`config.mk`:
```
export PLATFORM = sky130hd
export DESIGN_NAME = swsat_div
export DESIGN_NICKNAME = d
export VERILOG_FILES = /design/src/design/swsat_pkg.sv /design/src/design/swsat_div.sv
export SDC_FILE = /design/constraint.sdc
export NUM_CORES = 1
export LEC_CHECK = 0
export ABC_CLOCK_PERIOD_IN_PS = 3760
export BUFFER_PORTS_ARGS = -buffer_cell sky130_fd_sc_hd__buf_2
export CORE_MARGIN = 5
export CORE_UTILIZATION = 25
export DETAILED_ROUTE_END_ITERATION = 10
export GPL_ROUTABILITY_DRIVEN = 0
export HOLD_SLACK_MARGIN = 0.05
export PLACE_DENSITY_LB_ADDON = 0.12
export SYNTH_ARGS = -nofsm -noshare
export SYNTH_HDL_FRONTEND = slang
export SYNTH_SLANG_ARGS = --single-unit
```
`constraint.sdc`:
```
create_clock -name clk -period 3.76 [get_ports clk]
set_input_delay 0 -clock clk [delete_from_list [all_inputs] [get_ports clk]]
set_output_delay 0 -clock clk [all_outputs]
set_load 0.03 [all_outputs]
```
`src/design/swsat_pkg.sv`:
```
package swsat_pkg;

	localparam int MAX_VERTS = 8;
	localparam int FRAC_BITS = 16;
	localparam int VAL_W     = 32;
	localparam int VERT_AW   = $clog2(MAX_VERTS);
	localparam int CNT_W     = $clog2(MAX_VERTS + 1);
	localparam int ACC_W     = 64;
	localparam int TIME_W    = 17;
	localparam int TFRAC_W   = 16;
	localparam int ENTRY_W   = 2 * VAL_W;

	localparam logic signed [ACC_W-1:0] FAR_BOUND = 64'sh1000_0000_0000_0000;
	localparam logic [TIME_W-1:0] NONE_TIME = '1;

	// opcodes
	localparam logic [2:0] OP_START   = 3'd0;
	localparam logic [2:0] OP_MV_VERT = 3'd1;
	localparam logic [2:0] OP_MV_NORM = 3'd2;
	localparam logic [2:0] OP_OB_VERT = 3'd3;
	localparam logic [2:0] OP_OB_NORM = 3'd4;
	localparam logic [2:0] OP_OB_END  = 3'd5;
	localparam logic [2:0] OP_FINISH  = 3'd6;

	// axis modes
	localparam logic [1:0] MODE_FULL = 2'd0;
	localparam logic [1:0] MODE_X    = 2'd1;

	// load count slots
	localparam int IDX_MV_V = 0;
	localparam int IDX_MV_N = 1;
	localparam int IDX_OB_V = 2;
	localparam int IDX_OB_N = 3;

	typedef enum logic [1:0] {
		SRC_MV,
		SRC_OV,
		SRC_VEL
	} src_t;

	typedef struct packed {
		logic valid;
		src_t src;
	} dot_tag_t;

	typedef enum logic [3:0] {
		ST_IDLE,
		ST_NEXT,
		ST_AXIS_RD,
		ST_AXIS_LD,
		ST_WALK,
		ST_DRAIN,
		ST_SKIP_CHK,
		ST_EVAL1,
		ST_EVAL2,
		ST_DIV,
		ST_MERGE,
		ST_FINAL,
		ST_SCL_LO,
		ST_SCL_HI,
		ST_SCL_FIN,
		ST_CLEAR
	} state_t;

	function automatic logic signed [VAL_W-1:0] neg_sat(input logic signed [VAL_W-1:0] n);
		logic signed [VAL_W-1:0] r;
		if (n == {1'b1, {(VAL_W-1){1'b0}}})
			r = {1'b0, {(VAL_W-1){1'b1}}};
		else
			r = -n;
		return r;
	endfunction

endpackage

```
`src/design/swsat_div.sv`:
```
module swsat_div import swsat_pkg::*; (
	input  logic               clk,
	input  logic               arst_n,
	input  logic               start,
	input  logic [ACC_W-1:0]   num,
	input  logic [ACC_W-1:0]   den,
	output logic               done,
	output logic [TFRAC_W-1:0] quo
);
	logic [ACC_W-1:0]           rem_q, den_q;
	logic [TFRAC_W-1:0]         quo_q;
	logic [$clog2(TFRAC_W)-1:0] cnt_q;
	logic                       run_q, done_q;
	logic [ACC_W:0]             rem_sh;
	logic                       ge;

	// restoring division, one quotient bit per cycle; num < den
	assign rem_sh = {rem_q, 1'b0};
	assign ge     = rem_sh >= {1'b0, den_q};

	always_ff @(posedge clk or negedge arst_n) begin
		if (!arst_n) begin
			run_q  <= 1'b0;
			done_q <= 1'b0;
			cnt_q  <= '0;
		end else begin
			done_q <= 1'b0;
			if (start) begin
				run_q <= 1'b1;
				cnt_q <= '0;
			end else if (run_q) begin
				cnt_q <= cnt_q + 1'b1;
				if (cnt_q == $clog2(TFRAC_W)'(TFRAC_W - 1)) begin
					run_q  <= 1'b0;
					done_q <= 1'b1;
				end
			end
		end
	end

	always_ff @(posedge clk) begin
		if (start) begin
			rem_q <= num;
			den_q <= den;
			quo_q <= '0;
		end else if (run_q) begin
			rem_q <= ge ? ACC_W'(rem_sh - {1'b0, den_q}) : rem_sh[ACC_W-1:0];
			quo_q <= {quo_q[TFRAC_W-2:0], ge};
		end
	end

	assign done = done_q;
	assign quo  = quo_q;
endmodule

```
==> flow_metrics.tcl <==
set metrics [dict create \
    antenna_cells 0 \
    viasPerCell 4.59 \
    cp.buffers_inverters 3 \
    syn_area_per_cell_um2 9.44 \
    maxSlewViolCount 0 \
    tightest_slew_ns 0.773 \
    post-place-ws_ns 0.0359 \
    vias 8835 \
    ys_seq_elements 150 \
    die_y_um 213 \
    worst_r2r_path_depth 13 \
    setup_ws_ns 0.203 \
    rsz0062_at_grt "no" \
    p_switching_mw 4.42 \
    cpLargestDelayFamily "simple AND/OR/NAND/NOR gates" \
    wl_met2_um 15400 \
    power_frac_clock 0.171 \
    synth_fp_nets 1283 \
    postRouteWirelength_um 32000 \
    fin_crit_sh 0.946 \
    dp_hpwl_um 23900 \
    synthArstFlopShare 0.0400 \
    syn_area_um2 10300 \
    grt_pass1_vias 9283 \
    p_sw_frac 0.419 \
    top_layer "met4" \
    cts.sinks 150 \
    timing.critical_path.mode_cell "buf_4" \
    peakVddDrop_uv 272 \
    yosysSeqAreaShare 0.421 \
    drt-met1-wl_um 15300 \
    io_pins 148 \
    die_w_um 213 \
    worst_hold_slack_ns 0.146 \
    hold_viol 0 \
    row_count 74 \
    status "finished, final reports clean" \
    crit_cells 13 \
    r2r_setup_slack_ns 0.20 \
    finClkSkew_ns 0.0168 \
    start_util 0.252 \
    crit_start "rem_q[15]$_DFFE_PP_" \
    clkTransAtPathRegs_ns 0.07 \
    arrival_ns 3.71 \
    grt_usage 0.142 \
    p_per_area_nw_per_um2 760 \
    placedCellCount 1761 \
    cts-root-buf "clkbuf_16" \
    r2r-start "rem_q[15]$_DFFE_PP_" \
    grt_max_degree 122 \
    area.growth.synth_to_final_pct 35.5 \
    gr-total-overflow 0 \
    critPathKind "register to register" \
    grt_antenna_before_repair 0 \
    stdcell_area_um2 13900 \
    wl_per_cell_um 16.6 \
    cp_max_fo 12 \
    yosysWarnings 0 \
    final_nets 1577 \
    critPathRequiredTime_ns 3.92 \
    route.detailed.drc 0 \
    combPwrFrac 0.580 \
    dr_wl_met3_um 1030 \
    max_freq_mhz 281 \
    netlist_instances 1086 \
    period_minus_slack_ns 3.56 \
    leakage_nw 6.03 \
    layout-drive-gt1-share 0.217 \
    numCtsBuffers 17 \
    core-area_um2 40700 \
    slew_headroom 0.485 \
    final_antenna_net_count 0 \
    hold_path_class "input port to register" \
    insertion_delay_ns 0.46 \
    synth_edf_count 128 \
    cts_tree "built" \
    fin_cells 1925 \
    yosysUniqueCellTypes 72 \
    drv_cap 0 \
    fp.dieArea_um2 45200 \
    worst_setup_path_start_kind "register" \
    synth_ff_type "edfxtp_1" \
    path_cells "ha_1 > nand4_1 > or4_4 > buf_4 > nor4_1 > a21oi_1 > a21bo_2 > a21oi_4 > buf_4 > buf_4 > a21oi_1 > o21ai_0 > a21boi_0" \
    crit_path_top_delay_cell "or4_4" \
    portBuffers 147 \
    firstDrtPassIters 5 \
    share_seq_of_total_power 0.249 \
    finalSetupTns_ns 0 \
    end_kind "register" \
    grt_pass1_wl_um 50400 \
    intPower_mw 6.13 \
    drt_first_iter_violations 459 \
    htreeDepth 4 \
    cp-endpoint "rem_q[54]$_DFFE_PP_" \
    cp_slowest_stage_delay_ns 0.59 \
    clockBufferDepth 2 \
    setup_viol 0 \
    reg2reg_to "rem_q[54]$_DFFE_PP_" \
    placed_cell_area_um2 11900 \
]
-- routing by layer --
layer	GRT usage	vias up
li1	-	4517
met2	0.246	130
met4	0.0298	0
met1	0.185	4174
met3	0.0282	14
met5	0	-
-- synthesized netlist by cell type, drive strengths merged, types with 4 or more instances --
cell	count	area (µm²)
nand3	16	85.1
nor2	68	255
o21bai	21	158
nor2b	7	43.8
ha	65	813
and3	9	56.3
a21o	30	226
nand2b	5	31.3
xnor2	32	280
nor4	7	50.1
and2	7	43.8
buf	26	140
clkbuf	33	124
mux2	33	372
dfrtp	6	150
edfxtp	128	3840
o21a	7	52.6
nand4	20	125
a31oi	12	87.6
xor2	25	219
nor3	16	80.1
nand2	86	325
a211oi	14	110
dfxtp	16	320
a21oi	111	574
o31ai	7	52.6
a21boi	16	120
nor3b	4	30.0
o21ai	87	443
inv	106	398
mux2i	17	170
a211o	4	36.3
-- worst min-delay path: stages --
cell and delay (ns):
buf_2 0.08, nor2b_1 0.08, a2111oi_2 0.28
-- metrics by stage --
step | utilization | total power, mW
after global placement | 0.292 | 8.64
after global routing | 0.341 | 11.5
final | 0.341 | 10.5
after detailed placement | 0.292 | 8.61
after floorplan | - | 6.74
after CTS | 0.339 | 10.6
-- cell usage in the layout, fill, tap and decap left out, types with 8 or more instances in the layout --
| master | instances |
|---|---|
| a211oi_1 | 12 |
| a21boi_0 | 16 |
| a21o_1 | 29 |
| a21oi_1 | 107 |
| a31oi_1 | 8 |
| and3_1 | 9 |
| buf_12 | 8 |
| buf_2 | 146 |
| buf_4 | 49 |
| clkbuf_16 | 21 |
| dfxtp_1 | 16 |
| dlygate4sd3_1 | 130 |
| edfxtp_1 | 128 |
| ha_1 | 62 |
| inv_1 | 106 |
| mux2_2 | 32 |
| mux2i_1 | 17 |
| nand2_1 | 85 |
| nand3_1 | 15 |
| nand4_1 | 20 |
| nor2_1 | 68 |
| nor3_1 | 15 |
| o21ai_0 | 75 |
| o21ai_1 | 10 |
| o21bai_1 | 20 |
| xnor2_1 | 32 |
| xor2_1 | 25 |
-- power groups by stage --
stage	Sequential [mW]	Combinational [mW]	Clock [mW]
final	2.63	6.12	1.80
after global routing	2.67	6.86	1.93
after CTS	2.63	6.09	1.88
after floorplan	2.59	4.15	0
after detailed placement	2.66	5.96	0
after global placement	2.66	5.98	0
-- cell families after synthesis --
group | count (synthesis) | share of synthesized area
AOI/OAI and AO/OA | 335 | 0.208
xor gates and xnor gates | 57 | 0.0487
adders and majority gates | 66 | 0.0813
buffers and inverters | 165 | 0.0646
DFF | 150 | 0.421
muxes | 50 | 0.0528
and+or+nand+nor | 263 | 0.124
-- sequential cells by signal, indices dropped and copies added (netlist names) --
name and cells:
cnt_q 4, den_q 64, done 1, quo 16, rem_q 64, run_q 1
-- area by class of cell --
type | instances | area, µm²
clock inverter | 10 | 77.6
tap | 532 | 666
clock buffer | 22 | 529
multi-input combinational | 771 | 5330
timing repair buffer | 334 | 2570
sequential | 150 | 4310
fill | 4265 | 26900
inverter | 106 | 398
-- repair_timing --
action	4_1_cts	5_1_grt
endpoints found under the hold margin	134	0
buffers inserted	0	2
gates resized for setup	0	13
setup endpoints to repair	0	61
hold buffers	130	0
-- worst min-delay path by stage --
stage / start / endpoint / cells after the start / slack, ns
final: num[62] / rem_q[62]$_DFFE_PP_ / 3 / 0.15
after global routing: num[62] / rem_q[62]$_DFFE_PP_ / 3 / 0.19
after CTS: num[62] / rem_q[62]$_DFFE_PP_ / 3 / 0.12
after detailed placement: arst_n / done$_DFF_PN0_ / 1 / -0.16
after global placement: arst_n / done$_DFF_PN0_ / 1 / -0.16
after floorplan: arst_n / cnt_q[0]$_DFFE_PN0P_ / 0 / -0.30
Note: power is estimated with default switching activity, not from simulation.
