--- src/design/swsat_ram.sv ---
module swsat_ram #(
	parameter int WIDTH = 64,
	parameter int DEPTH = 8
) (
	input  logic                     clk,
	input  logic                     we,
	input  logic [$clog2(DEPTH)-1:0] waddr,
	input  logic [WIDTH-1:0]         wdata,
	input  logic [$clog2(DEPTH)-1:0] raddr,
	output logic [WIDTH-1:0]         rdata
);
	logic [WIDTH-1:0] mem_q [DEPTH];

	always_ff @(posedge clk) begin
		if (we)
			mem_q[waddr] <= wdata;
		rdata <= mem_q[raddr];
	end
endmodule

--- config.mk ---
export PLATFORM = sky130hd
export DESIGN_NAME = swsat_ram
export DESIGN_NICKNAME = d
export VERILOG_FILES = /design/src/design/swsat_ram.sv
export SDC_FILE = /design/constraint.sdc
export NUM_CORES = 1
export LEC_CHECK = 0
export BUFFER_PORTS_ARGS = -buffer_cell sky130_fd_sc_hd__buf_2
export CAP_MARGIN = 20
export CORE_UTILIZATION = 25
export CTS_CLUSTER_DIAMETER = 60
export DETAILED_ROUTE_END_ITERATION = 16
export GPL_TIMING_DRIVEN = 0
export PLACE_DENSITY = 0.36
export SYNTH_ARGS = -nofsm -noshare
export SYNTH_HDL_FRONTEND = slang
export SYNTH_SLANG_ARGS = --single-unit
--- constraint.sdc ---
create_clock -name clk -period 16.5 [get_ports clk]
set_input_delay 3.3 -clock clk [delete_from_list [all_inputs] [get_ports clk]]
set_output_delay 3.3 -clock clk [all_outputs]
set_load 0.02 [all_outputs]
==> reports/results.ini, run 1 <==
[routing]
drc_errors=0
first_pass_iters=4
drt-total-wl_mm=49.2
vias_per_cell=4.21
ant_nets=0
vias=9159
drtIter0Drc=666
avgRoutedWirePerCell_um=22.6

[power]
clkPwrFrac_pct=45.1
peakVddDrop_uv=62.2
p_int_uw=2660
combPwrFrac_pct=5.6
switchingPower_uw=715
swShare_pct=21.2
leakage_uw=0.00831
power_density_nw_per_um2=132
p_seq_share_pct=49.3

[cts]
holdBufCountCts=0
post_cts_resized=0
root_buffer=clkbuf_16
cts_max_level=3
cts-buffers-inserted=70
cts_setup_buffers=0
cts_tree=done
clkTransAtPathRegs_ns=0.06
clkSinkCount=576
clk_path_buf_depth=3
clkLatencyLatePin_ns=0.59

[yosys]
yosys_warnings=0
synth_nets=888
yosysTopAreaCellShare_pct=74.8
ys_seq_area_share_pct=81.1
synth_cells=816
synth_top_area_cell=edfxtp_1
synth_cell_types=13
avgSynthCellArea_um2=25.2
ys_ff_latch=576
synth_area_um2=20500
synthTopCellsByArea=edfxtp_1 (75%), mux4_2 (14%), dfxtp_1 (6.2%)

[setup_path]
cp_num_buf_inv=7
cp-startpoint=waddr[2]
cpMostUsedCell=buf_6
arrival_ns=5.56
cp.required_ns=16.78
path_class=primary input to register
crit_chain=buf_2, nand2b_1, nor3_2, buf_6, buf_8, buf_6, buf_8, buf_6, buf_6
crit_family=buffers and inverters
cp-start-kind=primary input
reg2reg_from=mem_q[5][20]$_DFFE_PP_
end_kind=register
cpPeakStageDelay_ns=0.79
crit_fanout=8
slowest_stage=nor3_2

[grt]
grt_max_degree=22
overflow=0
grt_pass1_vias=10030
antenna_found_initial=10
grt_pass1_wl_mm=71.5
track_usage_pct=12.1

[die]
die-height_um=289
die_area_um2=83300
io_pins=136
start_util_pct=25.4
num_rows=104
core-area_um2=80900
die_w_um=289

[timing]
setup_tns_ns=0
setup_violations=0
drv_slew=0
clock.fmax_ghz=0.189
rsz0062_at_grt=false
layout_min_cycle_time_ns=5.28
final.setup.worst_slack_ns=11.22
clock_skew_ns=0.0186
slew_headroom_pct=36.3
tightest_slew_ns=0.951
period_share_pct=32.0
hold_ws_ns=0.680
finalHoldViolCount=0

[finish]
final_common_cell=edfxtp_1
area_growth_pct=24.0
nets=1130
drive_gt1_share_pct=43.7
fin_cells=2177
fin_util_pct=31.5
layout_common_cells=edfxtp_1 (512), buf_2 (135), mux4_2 (128)

[run]
max-cap-violations=0

[placed_design]
dp_slack_ns=10.54
port_buffers=132
place_inst=2046
dp_hpwl_mm=30.5
globalplace.congestion=0.638

[outcome]
status=complete, no violations

[worst_hold_path]
min_from=mem_q[2][7]$_DFFE_PP_
worstHoldPathType=register to register

-- through the flow --
stage	total power (uW)	instance area, um^2
6_report	3370	25500
5_1_grt	3500	25500
4_1_cts	3440	25500
3_5_place_dp	1890	23200
3_3_place_gp	1890	22500
2_1_floorplan	1800	20500
-- synthesized netlist by cell type, drive strengths merged --
| master | number |
|---|---|
| nand2 | 2 |
| mux4 | 128 |
| edfxtp | 512 |
| buf | 26 |
| clkbuf | 9 |
| dfxtp | 64 |
| nor2 | 6 |
| nand2b | 3 |
| mux2 | 64 |
| nor3 | 2 |
-- worst register-to-register path: cells and delay by family (launching register included) --
| kind | cells | cell delay [ns] |
|---|---|---|
| flip-flops | 1 | 0.35 |
| multiplexers | 2 | 0.79 |
-- power groups by stage --
stage                     registers (uW)  clock network (uW)  logic, uW
after floorplan                     1710                   0       86.2
after global placement              1700                   0        185
after detailed placement            1690                   0        196
after CTS                           1660                1570        197
after global routing                1670                1630        206
final                               1660                1520        190
-- final timing paths --
path         depth (start not counted)                endpoint  slack [ns]
max                                  9  mem_q[0][22]$_DFFE_PP_       11.22
max reg2reg                          2       rdata[20]$_DFF_P_       15.22
min                                  2        rdata[7]$_DFF_P_        0.68
min reg2reg                          2        rdata[7]$_DFF_P_        0.68
-- registers in the layout, indices dropped and copies added, names as in the netlist --
name and count:
mem_q 512, rdata 64
-- logic make-up after synthesis --
| kind of cell | share of synthesized area, % |
|---|---|
| multiplexers | 17.5 |
| flip-flops | 81.1 |
| AND/OR/NAND/NOR | 0.286 |
| buffers and inverters | 1.11 |
-- cell type report --
| type | count | area, um^2 |
|---|---|---|
| Fill cell | 7763 | 55500 |
| Sequential cell | 576 | 16700 |
| Multi-Input combinational cell | 205 | 3720 |
| Clock buffer | 103 | 1980 |
| Tap cell | 1060 | 1330 |
| Timing Repair Buffer | 170 | 1260 |
| Clock inverter | 25 | 308 |
| Buffer | 35 | 229 |
| Antenna cell | 3 | 7.51 |
-- layer usage --
layer  part of all wire [%]  routed length [um]  global-route usage, %
met3                    5.0                2430                   2.92
met5                   0.12                  57                      0
met2                     46               22700                   18.4
met1                     47               23000                   16.8
met4                    2.1                1010                   3.87
Power figures use the tool's default switching activity.
==> inputs of run 2 (changes only) <==
==> constraint.sdc (replaced) <==
create_clock -name clk -period 5.5 [get_ports clk]
set_input_delay 1.1 -clock clk [delete_from_list [all_inputs] [get_ports clk]]
set_output_delay 1.1 -clock clk [all_outputs]
set_load 0.02 [all_outputs]
==> run 2 against run 1 <==
  * Clock power grew to 3.0 times the previous value
  * Clock-buffer cell count fell by 9
  * Routed wire length shrank 1.4%
  * Critical path depth decreased by 6
  * Die area unchanged
  * Clock skew increased by 0.0011 ns
  * Highest routed layer unchanged
  * Global-route usage fell by 0.17 points
  * Sequential share of layout area shrank 0.25 points
==> reports/results.ini, run 2 (synthesis gave the netlist of run 1 again) <==
[setup_path]
end_kind=register
r2r.worst_path.cells=2
cpPeakStageDelay_ns=0.75
cp-start-kind=primary input
cp.required_ns=5.97
path_class=primary input to register
crit_fanout=10
timing.rr.end=rdata[20]$_DFF_P_
r2r_slack_ns=4.22
arrival_ns=3.02
slowest_stage=clkbuf_1
crit_chain=buf_1, clkbuf_1, mux2_2
reg2reg_from=mem_q[5][20]$_DFFE_PP_

[run]
max-cap-violations=0

[grt]
track_usage_pct=11.9
antenna_found_initial=10
grt_pass1_wl_mm=70.8
grt_pass1_vias=10085
grt_max_degree=23
overflow=0

[cts]
holdBufCountCts=0
cts_max_level=3
clk_path_buf_depth=3
cts_setup_buffers=0
clkTransAtPathRegs_ns=0.05
cts-buffers-inserted=72
post_cts_resized=0
clkLatencyLatePin_ns=0.59
clkSinkCount=576
root_buffer=clkbuf_16
cts_tree=done

[timing]
rsz0062_at_grt=false
slew_headroom_pct=34.0
tightest_slew_ns=0.990
clock_skew_ns=0.0197
period_share_pct=46.5
drv_slew=0
finalHoldViolCount=0
clock.fmax_ghz=0.391
layout_min_cycle_time_ns=2.56
setup_violations=0

[routing]
avgRoutedWirePerCell_um=22.3
first_pass_iters=4
vias_per_cell=4.20
ant_nets=0
drc_errors=0
drtIter0Drc=468
vias=9107
drt-total-wl_mm=48.5

[finish]
layout_common_cells=edfxtp_1 (512), buf_2 (135), mux4_2 (128)
nets=1123
largest_register_ffs=512
seq_area_um2=16700
reg.largest.list=mem_q x512, rdata x64
largest_register=mem_q
drive_gt1_share_pct=43.9
multi_input_area_um2=3730
design_area_um2=25600
area_growth_pct=24.5
fillCellCount=7783
final_common_cell=edfxtp_1

[die]
die_w_um=289
num_rows=104
die_area_um2=83300
core-area_um2=80900
io_pins=136
die-height_um=289
start_util_pct=25.4

[power]
peakVddDrop_uv=196
swShare_pct=21.5
power_uw=10100
switchingPower_uw=2180
clkPwrFrac_pct=45.2
power_density_nw_per_um2=396
leakage_uw=0.00833
combPwrFrac_pct=5.7
p_int_uw=7960
p_seq_share_pct=49.2

[worst_hold_path]
hold_depth=2
min_from=mem_q[3][35]$_DFFE_PP_
worstHoldPathType=register to register
min_to=rdata[35]$_DFF_P_

[placed_design]
dp_hpwl_mm=29.1
globalplace.congestion=0.620
dpl_cell_area_um2=23300
port_buffers=132

[outcome]
status=complete, no violations

run 2: final cells by class:
type / count / area share (%)
Antenna cell: 1 / 0.00978
Buffer: 35 / 0.895
Clock buffer: 94 / 7.69
Clock inverter: 37 / 1.34
Multi-Input combinational cell: 205 / 14.6
Sequential cell: 576 / 65.1
Tap cell: 1060 / 5.18
Timing Repair Buffer: 161 / 5.19
run 2: through the flow:
step	setup WS, ns	std cells	TNS, ns	utilization, %	hold slack, ns
after floorplan	1.02	816	0	-	0.657
after global placement	-3.18	2008	-1434.89	27.9	0.671
after detailed placement	2.21	2037	0	28.8	0.669
after CTS	2.85	2168	0	31.6	0.680
after global routing	2.80	2168	0	31.6	0.702
final	2.94	2169	0	31.6	0.674
run 2: how the worst max path moves through the flow:
| stage | startpoint | endpoint | slack (ns) | cells after the start |
|---|---|---|---|---|
| 6_report | raddr[1] | rdata[54]$_DFF_P_ | 2.94 | 3 |
| 5_1_grt | raddr[1] | rdata[20]$_DFF_P_ | 2.80 | 3 |
| 4_1_cts | raddr[1] | rdata[20]$_DFF_P_ | 2.85 | 3 |
| 3_5_place_dp | raddr[1] | rdata[16]$_DFF_P_ | 2.21 | 3 |
| 3_3_place_gp | waddr[2] | mem_q[2][57]$_DFFE_PP_ | -3.18 | 3 |
| 2_1_floorplan | waddr[2] | mem_q[1][0]$_DFFE_PP_ | 1.02 | 2 |
run 2: power groups by stage:
stage	Sequential, uW	Combinational [uW]	Clock (uW)
2_1_floorplan	5140	259	0
5_1_grt	5000	624	4900
3_5_place_dp	5080	595	0
6_report	4990	574	4580
3_3_place_gp	5100	558	0
4_1_cts	4990	597	4750
run 2: metal layers:
metal	vias to the layer above	global-route usage (%)	part of all wire (%)
li1	3948	-	-
met1	4879	16.6	47
met2	188	18.2	46
met3	80	2.87	5.0
met4	12	3.80	1.9
met5	-	0	0.14
run 2: critical path, delay by kind of cell:
family	cells	cell delay, ns
buffers and inverters	2	1.46
muxes	1	0.44
==> inputs of run 3 (changes only) <==
==> constraint.sdc (replaced) <==
create_clock -name clk -period 2.4 [get_ports clk]
set_input_delay 0.48 -clock clk [delete_from_list [all_inputs] [get_ports clk]]
set_output_delay 0.48 -clock clk [all_outputs]
set_load 0.02 [all_outputs]
==> run 3 against run 2 <==
  * Cell count up 0.18%
  * Die area unchanged
  * Largest cell class unchanged
  * Clock skew shrank 0.0042 ns
  * Combinational power increased by 130%
  * Non-clock buffer count increased by 1
  * Register-to-register slack worse by 3.1 ns
  * Routed wire length rose by 0.15%
  * Worst setup slack worse by 2.4 ns
  * Clock-buffer cell count is 5 higher
  * Via count shrank 0.61%
==> reports/results.ini, run 3 (synthesis gave the netlist of run 1 again) <==
[finish]
reg.largest.list=mem_q x512, rdata x64
fin_util_pct=31.6
final_common_cell=edfxtp_1
seq_area_um2=16700
drive_gt1_share_pct=44.0
fillCellCount=7749
area_growth_pct=24.6
design_area_um2=25600
largest_register=mem_q
largest_register_ffs=512
layout_common_cells=edfxtp_1 (512), buf_2 (135), mux4_2 (128)
multi_input_area_um2=3750
nets=1124

[setup_path]
cpPeakStageDelay_ns=0.72
arrival_ns=2.31
end_kind=register
cp_num_buf_inv=2
cp-start-kind=primary input
crit_fanout=10
cp.required_ns=2.86
path_class=primary input to register
crit_chain=buf_1, clkbuf_1, mux2_2
crit_family=buffers and inverters
slowest_stage=clkbuf_1

[grt]
track_usage_pct=11.9
overflow=0
antenna_found_initial=12
grt_pass1_vias=9961
grt_pass1_wl_mm=70.9
grt_max_degree=21

[die]
die-height_um=289
core-area_um2=80900
io_pins=136
start_util_pct=25.4
num_rows=104
die_w_um=289
die_area_um2=83300

[cts]
cts-buffers-inserted=72
cts_max_level=3
clkSinkCount=576
post_cts_resized=0
clk_path_buf_depth=3
cts_tree=done
holdBufCountCts=0
root_buffer=clkbuf_16
clkLatencyLatePin_ns=0.59
clkTransAtPathRegs_ns=0.05
cts_setup_buffers=0

[timing]
clock_skew_ns=0.0155
clock.fmax_ghz=0.541
setup_violations=0
period_share_pct=77.0
finalHoldViolCount=0
tightest_slew_ns=0.921
slew_headroom_pct=38.6
rsz0062_at_grt=false
layout_min_cycle_time_ns=1.85
drv_slew=0

[power]
peakVddDrop_uv=432
power_uw=23100
power_density_nw_per_um2=904
leakage_uw=0.00834

[routing]
avgRoutedWirePerCell_um=22.3
ant_nets=0
drt-total-wl_mm=48.5
vias=9051
drtIter0Drc=561
vias_per_cell=4.17
first_pass_iters=6
drc_errors=0

[placed_design]
dp_hpwl_mm=29.9
port_buffers=132
globalplace.congestion=0.634
dpl_cell_area_um2=23300

[outcome]
status=complete, no violations

[run]
max-cap-violations=0

[worst_hold_path]
worstHoldPathType=primary input to register

run 3: area by class of cell:
cell class | instances | share of cell area, %
Antenna cell | 3 | 0.0293
Buffer | 35 | 0.895
Clock buffer | 99 | 8.04
Clock inverter | 33 | 0.948
Multi-Input combinational cell | 205 | 14.7
Sequential cell | 576 | 65.1
Tap cell | 1060 | 5.18
Timing Repair Buffer | 162 | 5.17
run 3: worst paths after layout:
path                               start                      to  slack (ns)  cells after the start
setup / recovery                raddr[1]       rdata[59]$_DFF_P_        0.55                      3
hold / removal                 wdata[45]  mem_q[3][45]$_DFFE_PP_        0.17                      1
setup reg to reg  mem_q[4][22]$_DFFE_PP_       rdata[22]$_DFF_P_        1.10                      2
hold reg to reg   mem_q[6][62]$_DFFE_PP_       rdata[62]$_DFF_P_        0.67                      2
run 3: per-layer routing:
layer	vias to the layer above	track usage [%]	routed length, um
met4	14	4.05	1040
met1	4812	15.4	21500
met2	187	19.5	23600
met5	-	0	77
met3	83	2.87	2300
li1	3955	-	-
run 3: through the flow:
stage,setup TNS [ns],hold WS (ns),cells,worst slack (ns)
6_report,0,0.166,2173,0.552
5_1_grt,0,0.150,2172,0.378
4_1_cts,0,0.117,2170,0.373
3_5_place_dp,-11.46,0.672,2038,-0.266
3_3_place_gp,-1339.35,0.673,2008,-3.03
2_1_floorplan,-133.19,0.579,816,-0.355
run 3: power breakdown:
part           total, uW  internal [uW]  switching (uW)
sequential         11400          11300             105
clock              10400           6240            4150
combinational       1310            574             740
total              23100          18100            5000
